$ cat src/rtl/core/stq_pkg.sv
// Shared types and codes for the sorted timer task queue.
package stq_pkg;

  localparam logic [1:0] KIND_POST   = 2'd0;
  localparam logic [1:0] KIND_SCHED  = 2'd1;
  localparam logic [1:0] KIND_POLL   = 2'd2;
  localparam logic [1:0] KIND_CANCEL = 2'd3;

  localparam logic [2:0] STAT_FIRED    = 3'd0;
  localparam logic [2:0] STAT_ACCEPTED = 3'd1;
  localparam logic [2:0] STAT_FULL     = 3'd2;
  localparam logic [2:0] STAT_CANCEL   = 3'd3;
  localparam logic [2:0] STAT_NONE     = 3'd4;

  typedef struct packed {
    logic [1:0]  kind;
    logic [7:0]  task_id;
    logic [63:0] time_now;
    logic [31:0] delay_ticks;
  } stq_req_t;

  typedef struct packed {
    logic [7:0] fired_id;
    logic [2:0] status;
    logic       last;
  } stq_res_t;

  // One timer entry without its id (id width is a top-level parameter).
  typedef struct packed {
    logic        valid;
    logic        hit;
    logic [63:0] due;
    logic [31:0] per;
  } stq_ent_t;

  typedef enum logic [2:0] {
    OP_HOLD,
    OP_INSERT,
    OP_POP,
    OP_POPINS,
    OP_HIT,
    OP_KILL,
    OP_PACK
  } stq_op_t;

  // Broadcast command to every cell of the row.
  typedef struct packed {
    stq_op_t     op;
    logic [63:0] key;
    logic [31:0] per;
  } stq_cmd_t;

  typedef enum logic [1:0] {
    S_IDLE,
    S_RUN,
    S_FIRE,
    S_PACK
  } stq_state_t;

endpackage

$ cat src/rtl/core/stq_cell.sv
// One slot of the sorted timer row: holds an entry and trades it with its neighbors.
module stq_cell #(
  parameter int ID_BITS = 8
) (
  input  logic                clk,
  input  logic                rst,
  input  stq_pkg::stq_cmd_t   cmd,
  input  logic [ID_BITS-1:0]  cmd_id,
  input  stq_pkg::stq_ent_t   hi,
  input  logic [ID_BITS-1:0]  hi_id,
  input  stq_pkg::stq_ent_t   lo_view,
  input  logic [ID_BITS-1:0]  lo_view_id,
  input  logic                lo_le,
  input  logic                lo_valid,
  output stq_pkg::stq_ent_t   ent,
  output logic [ID_BITS-1:0]  ent_id,
  output stq_pkg::stq_ent_t   view,
  output logic [ID_BITS-1:0]  view_id,
  output logic                le
);

  stq_pkg::stq_ent_t  ent_next;
  logic [ID_BITS-1:0] id_next;
  stq_pkg::stq_ent_t  fresh;
  logic               pop;

  // A pop shifts the row down before any compare or insert.
  assign pop     = (cmd.op == stq_pkg::OP_POP) || (cmd.op == stq_pkg::OP_POPINS);
  assign view    = pop ? hi : ent;
  assign view_id = pop ? hi_id : ent_id;
  assign le      = view.valid && (view.due <= cmd.key);

  always_comb begin
    fresh.valid = 1'b1;
    fresh.hit   = 1'b0;
    fresh.due   = cmd.key;
    fresh.per   = cmd.per;
  end

  always_comb begin
    ent_next = ent;
    id_next  = ent_id;
    case (cmd.op)
      stq_pkg::OP_HOLD: begin
        ent_next = ent;
      end
      stq_pkg::OP_INSERT, stq_pkg::OP_POPINS: begin
        // Stay behind every entry due no later than the new one.
        if (le) begin
          ent_next = view;
          id_next  = view_id;
        end else if (lo_le) begin
          ent_next = fresh;
          id_next  = cmd_id;
        end else begin
          ent_next = lo_view;
          id_next  = lo_view_id;
        end
      end
      stq_pkg::OP_POP: begin
        ent_next = view;
        id_next  = view_id;
      end
      stq_pkg::OP_HIT: begin
        ent_next.hit = le;
      end
      stq_pkg::OP_KILL: begin
        ent_next.valid = ent.valid && (ent_id != cmd_id);
      end
      stq_pkg::OP_PACK: begin
        // Move a hole up by one slot per cycle.
        if (!ent.valid && hi.valid) begin
          ent_next = hi;
          id_next  = hi_id;
        end else if (ent.valid && !lo_valid) begin
          ent_next.valid = 1'b0;
        end
      end
      default: begin
        ent_next = ent;
      end
    endcase
  end

  always_ff @(posedge clk) begin
    if (rst) begin
      ent.valid <= 1'b0;
      ent.hit   <= 1'b0;
    end else begin
      ent    <= ent_next;
      ent_id <= id_next;
    end
  end

endmodule

$ cat config.mk
export PLATFORM = sky130hd
export DESIGN_NAME = stq_cell
export DESIGN_NICKNAME = d
export VERILOG_FILES = /design/src/rtl/core/stq_pkg.sv /design/src/rtl/core/stq_cell.sv
export SDC_FILE = /design/constraint.sdc
export NUM_CORES = 1
export LEC_CHECK = 0
export BUFFER_PORTS_ARGS = -buffer_cell sky130_fd_sc_hd__buf_4
export CORE_AREA = 4 4 207 209
export DETAILED_ROUTE_END_ITERATION = 6
export DIE_AREA = 0 0 211 213
export PLACE_DENSITY = 0.5
export RECOVER_POWER = 100
export SLEW_MARGIN = 20
export SYNTH_ARGS = -nofsm -noshare
export SYNTH_HDL_FRONTEND = slang
export SYNTH_SLANG_ARGS = --single-unit
export TNS_END_PERCENT = 100
$ cat constraint.sdc
create_clock -name clk -period 12.4 [get_ports clk]
set_input_delay 1.24 -clock clk [delete_from_list [all_inputs] [get_ports clk]]
set_output_delay 1.24 -clock clk [all_outputs]
set_load 0.01 [all_outputs]
==> results.md, run 1 <==
- Clock Skew: approximately 0.015 ns
- CP max FO: between 50 and 60
- Syn avg cell area: approximately 9 sq um
- Yosys warning count: 0
- First-pass GRT wire length: between 70 and 80 mm
- Worst-Margin Slew: roughly 3.5 ns
- Number of global-route vias before repair: between 10000 and 15000
- VDD IR max: between 0.06 and 0.07 mV
- Wirelength per Cell: roughly 24 microns
- Area of the core: around 41000 sq um
- Seq cells post-synth: 106
- H-tree depth: 3
- Clk root buf: clkbuf_16
- Register area share after synthesis: 0.298
- Synth cell types: 45
- Asr flop ratio synth: 0
- Total GRT Usage: 0.213
- Nets: between 2000 and 2500
- Most frequent cells in the layout: buf_4, a21oi_1, nand2_1
- IO Pins: 536
- Pre-CTS setup slack: 4.78 ns
- Crit path launch type: input pin
- Tmin final: just under 9 ns
- Grt ovf: 0
- Die Ht: ~210 microns
- CP Class: in -> reg
- Leak: between 6 and 7 nW
- CTS Buf Count: 9
- R2r worst-path depth: 6
- CTS tree: done
- Hold Path Depth: 2
- Skew-Pair Late Insertion Delay: 0.38 ns
- Vias: about 12000
- Tcrit/Tclk final: 0.714
- Setup_tns: 0 ns
- Final Worst Setup Slack: ~3.6 ns
- Pwr Density: around 92 nW/um^2
- Number of I/O port buffers: roughly 540
- Relative slew slack: -1.36
- Unrepaired setup endpoints after global routing: false
- Clock-pin slew on the worst setup and hold paths: approximately 0.080 ns
- Failing checks: capacitance limit, slew limit
- CTS sink cnt: around 110
- Post-cts hold buffer count: 0
- CP dominant cell by count: buf_4
- Maximum clock rate: about 110 MHz
- Worst Hold Class: reg -> reg
- WP depth: 12
- Post-DP Area: ~15000 sq um
- Drt first pass iters: 5
- CP arrival: about 9 ns
- Status: finished with violations
- WP buf/inv: 3
- Die width: between 200 and 250 microns
- Crit. End Element: register
- # setup viols final: 0
- Clock tree buffer depth: 2
- # diodes: 0
- DR iter-0 viols: 857
- Post-DRT Antenna Nets: 0
- Drt total wl: just over 50 mm
- Syn nets: ~1600
- Highest cell delay on the worst timing path: 2.19 ns
- Synth Flop Type: edfxtp_1
- Starting Density: 0.260
- Fin. Hold Viols: 0
- Largest net degree at the start of global routing: roughly 100
- Number of antenna violations at the first check in global routing: 0
- Setup bufs post-CTS: 0
- Max Cap Viol: 3
- Mapped Area: about 11000 sq um
- Rows: 74
- Post-synth EDFFs: between 100 and 150
- GP Congestion: about 0.85
- Drt drc: 0
- Syn Inst Count: ~1200
- DP HPWL: between 30 and 40 mm
- CP max stage cell: nand2b_1
- Post-CTS resize count: 0
- Via-to-Cell Ratio: between 5 and 6
- Commonest non-fill, non-tap cell in the layout: buf_4
- Post-Layout Inst Area: between 10000 and 15000 sq um
- Synthesis-to-finish area growth: 37.7%
- Die area: approximately 45000 sq um
- Core Util, Final: 0.358
- Max-slew violation count: ~160
- Crit-path leading delay family: simple AND/OR/NAND/NOR gates
- Crit path required time: ~13 ns
- Ratio of cells with drive above 1 in the final layout: 0.314
- Crit-path cells: clkbuf_1 > nand2b_1 > buf_4 > mux2_1 > ha_1 > nand4_1 > nor4_1 > a21boi_0 > or4_4 > buf_4 > a21oi_1 > o31ai_1
path summary, 6_finish.rpt:
kind              startpoint  endpoint  slack [ns]
setup / recovery     cmd[98]   ent[75]        3.55
hold / removal       ent[96]   ent[96]        0.55
hold reg to reg      ent[96]   ent[96]        0.55
setup reg to reg     ent[97]    ent[1]        5.88
kinds of logic (layout without fill, tap and decap cells):
logic type | after synthesis | after routing | share of synthesized area
compound gates | 450 | 450 | 0.290
xor+xnor | 8 | 8 | 0.00660
fa+ha+maj | 64 | 64 | 0.0754
buf+inv | 187 | 639 | 0.0778
flops | 106 | 106 | 0.298
mux | 148 | 148 | 0.157
simple gates | 240 | 240 | 0.0954
metrics by stage:
step	cells	hold WS [ns]	total power [W]
5_1_grt	2187	0.600	0.00142
3_3_place_gp	2171	0.538	0.00105
6_report	2187	0.552	0.00135
4_1_cts	2187	0.549	0.00140
2_1_floorplan	1203	0.546	0.000788
3_5_place_dp	2171	0.537	0.00106
where the power goes:
| part | switching (W) | internal (W) | leakage, nW |
|---|---|---|---|
| clock network | 0.000162 | 0.000178 | 0.158 |
| registers | 0.0000180 | 0.000439 | 0.991 |
| logic | 0.000309 | 0.000239 | 4.91 |
cell type report:
type,instances,area (sq um)
well taps,532,666
multi-input cells,910,6490
inverters,73,274
flip-flops and latches,106,3160
clock inverters,7,91.3
clock buffers,9,225
repair buffers,550,3700
fillers,4399,26200
metal layers:
metal	GRT usage	vias to the layer above	routed length (microns)
met5	0	-	0
met4	0.0554	0	1090
met3	0.0407	52	3480
met2	0.352	527	24600
met1	0.286	5568	22300
li1	-	5433	-
worst min-delay path, stage by stage (launching register included):
cell and delay (ns):
dfxtp_1 0.34, o21bai_1 0.14, a31oi_1 0.04
Yosys cell counts (all sizes together), types with 5 or more instances:
library cell,count,area share
a211oi,107,0.076
a21oi,202,0.12
buf,28,0.022
clkbuf,86,0.030
edfxtp,104,0.29
ha,64,0.075
inv,73,0.026
mux2,145,0.15
nand2,121,0.043
nand3,7,0.0033
nand4,15,0.0088
nor2,73,0.026
nor3,6,0.0028
o21ai,14,0.0066
o31ai,104,0.074
or4,5,0.0035
xor2,7,0.0058
registers in the layout, indices dropped and copies added, names as in the netlist:
name,flops
ent,98
ent_id,8
Power figures use the tool's default switching activity.
==> inputs of run 2 (changes only) <==
--- a/config.mk
+++ b/config.mk
@@ -9,7 +9,7 @@
 export CORE_AREA = 4 4 207 209
 export DETAILED_ROUTE_END_ITERATION = 6
 export DIE_AREA = 0 0 211 213
-export PLACE_DENSITY = 0.5
+export PLACE_DENSITY = 0.52
 export RECOVER_POWER = 100
 export SLEW_MARGIN = 20
 export SYNTH_ARGS = -nofsm -noshare
==> constraint.sdc (replaced) <==
create_clock -name clk -period 8 [get_ports clk]
set_input_delay 0.8 -clock clk [delete_from_list [all_inputs] [get_ports clk]]
set_output_delay 0.8 -clock clk [all_outputs]
set_load 0.01 [all_outputs]
==> run 2 against run 1 <==
The run still ends with capacitance limit, slew limit left. Worst setup slack worse by 2.2 ns. Die area unchanged. Critical path type unchanged. Flip-flop and latch count stayed put. Sequential power rose by 55%. Utilization is 0.19 points higher.
==> results.md, run 2 (synthesized netlist as in run 1, its figures left out) <==
- Synthesis-to-finish area growth: 38.4%
- Commonest non-fill, non-tap cell in the layout: buf_4
- # diodes: 0
- Worst r2r src: ent[97]
- R2r worst-path depth: 6
- R2R Path End: ent[91]
- Clock-pin slew on the worst setup and hold paths: ~0.080 ns
- Largest net degree at the start of global routing: 210
- Post-cts hold buffer count: 0
- IO Pins: 536
- Number of global-route vias before repair: 11600
- Fin Hold WS: approximately 0.6 ns
- Failing checks: capacitance limit, slew limit
- Max Cap Viol: 2
- Skew-Pair Late Insertion Delay: ~0.38 ns
- Crit path required time: 7.91 ns
- R2r setup slk: 1.42 ns
- Clock Skew: around 0.0084 ns
- Gr busiest metal: met2
- Drt drc: 0
- Register area: approximately 3200 sq um
- CTS tree: done
- Regs by FF count: ent: 98 flops, ent_id: 8 flops
- Crit. End Element: register
- VDD IR max: 0.0954 mV
- Max FFs per register: between 90 and 100
- Final cell count without fillers: ~2200
- Biggest register: ent
- CP max FO: between 50 and 60
- Placed insts: approximately 2200
- # setup viols final: 0
- Met1 Use GR: 0.276
- GP Congestion: about 0.86
- Worst-Margin Slew: 3.47 ns
- Min-delay src: ent[96]
- First-pass GRT wire length: approximately 72 mm
- Ratio of cells with drive above 1 in the final layout: 0.316
- Clk root buf: clkbuf_16
- Filler Cells Inserted: roughly 4400
- Met3 track demand over resource: 0.0367
- Grt ovf: 0
- Hold Path Sink: ent[96]
- CTS Buf Count: 9
- Vias: around 11000
- Total Power: roughly 0.0021 W
- Post-CTS resize count: 0
- Number of antenna violations at the first check in global routing: 1
- Setup bufs post-CTS: 0
- Tcrit/Tclk final: 0.828
- Maximum clock rate: about 150 MHz
- Drt first pass iters: 7
- Starting Density: 0.260
- Area of the core: around 40000 sq um
- M2 GR Usage: 0.340
- DP HPWL: between 30 and 40 mm
- Status: finished with violations
- Unrepaired setup endpoints after global routing: false
- Relative slew slack: -1.31
- Max-slew violation count: between 100 and 150
- H-tree depth: 3
- Die width: approximately 210 microns
- Drt total wl: 49.8 mm
- DR iter-0 viols: approximately 690
- CTS sink cnt: between 100 and 150
- Tmin final: around 6.6 ns
- Crit path launch type: input pin
- Pwr Density: ~140 nW/um^2
- Number of I/O port buffers: about 540
- Fin. Hold Viols: 0
- Post-DRT Antenna Nets: 0
- Total GRT Usage: 0.207
- Worst Hold Class: reg -> reg
- Leak: ~6 nW
- CP Class: in -> reg
- Clock tree buffer depth: 2
- Wirelength per Cell: 22.7 microns
- Nets: approximately 2000
- Hold Path Depth: 2
- Rows: between 70 and 80
- Die Ht: around 210 microns
- Die area: ~45000 sq um
- Area of the multi-input gates: ~6500 sq um
- CP arrival: around 6.5 ns
- Most frequent cells in the layout: buf_4, a21oi_1, nand2_1
- Via-to-Cell Ratio: 5.25
- Setup_tns: 0 ns
run 2: changes by cell type in the layout (fill, tap and decap cells not counted), moves of 2 or more:
cell        before  now
a21oi_2         15   17
buf_4          434  427
clkinvlp_4       0    2
clkbuf_1       115  119
mux2_1          99   95
inv_6            2    0
mux2_2          46   50
clkinv_2         2    0
a21oi_1        186  184
buf_12           0    3
run 2: worst max-delay path by stage:
stage / startpoint / endpoint / slack (ns)
2_1_floorplan: cmd[96] / ent[0] / 2.28
3_3_place_gp: cmd[98] / ent[59] / 1.85
3_5_place_dp: cmd[98] / ent[15] / 1.80
4_1_cts: cmd[98] / le / 2.12
5_1_grt: cmd[98] / ent_id[3] / 0.99
6_report: cmd[98] / ent[91] / 1.38
run 2: layout make-up:
| class | count | area share |
|---|---|---|
| multi-input cells | 910 | 0.444 |
| repair buffers | 550 | 0.253 |
| flip-flops and latches | 106 | 0.215 |
| well taps | 532 | 0.0453 |
| inverters | 73 | 0.0187 |
| clock buffers | 9 | 0.0153 |
| clock inverters | 7 | 0.00801 |
run 2: through the flow:
step	utilization	instance area, sq um	setup WS, ns
after global placement	0.366	15000	1.85
after floorplan	-	10600	2.28
final	0.360	14700	1.38
after CTS	0.375	15300	2.12
after detailed placement	0.366	15000	1.80
after global routing	0.360	14700	0.987
run 2: critical path, stage by stage:
cell      delay (ns)
clkbuf_1        0.19
inv_1           0.14
nor2_1          0.08
nor3_4          0.15
clkbuf_1        2.39
clkbuf_1        2.57
run 2: power breakdown:
part / switching, W / internal, W
Combinational: 0.000476 / 0.000374
Sequential: 0.0000278 / 0.000681
Clock: 0.000248 / 0.000307
run 2: metal layers:
layer | vias up | share of wire
met4 | 2 | 0.027
li1 | 5460 | -
met5 | - | 0.00040
met3 | 67 | 0.071
met2 | 521 | 0.48
met1 | 5439 | 0.43
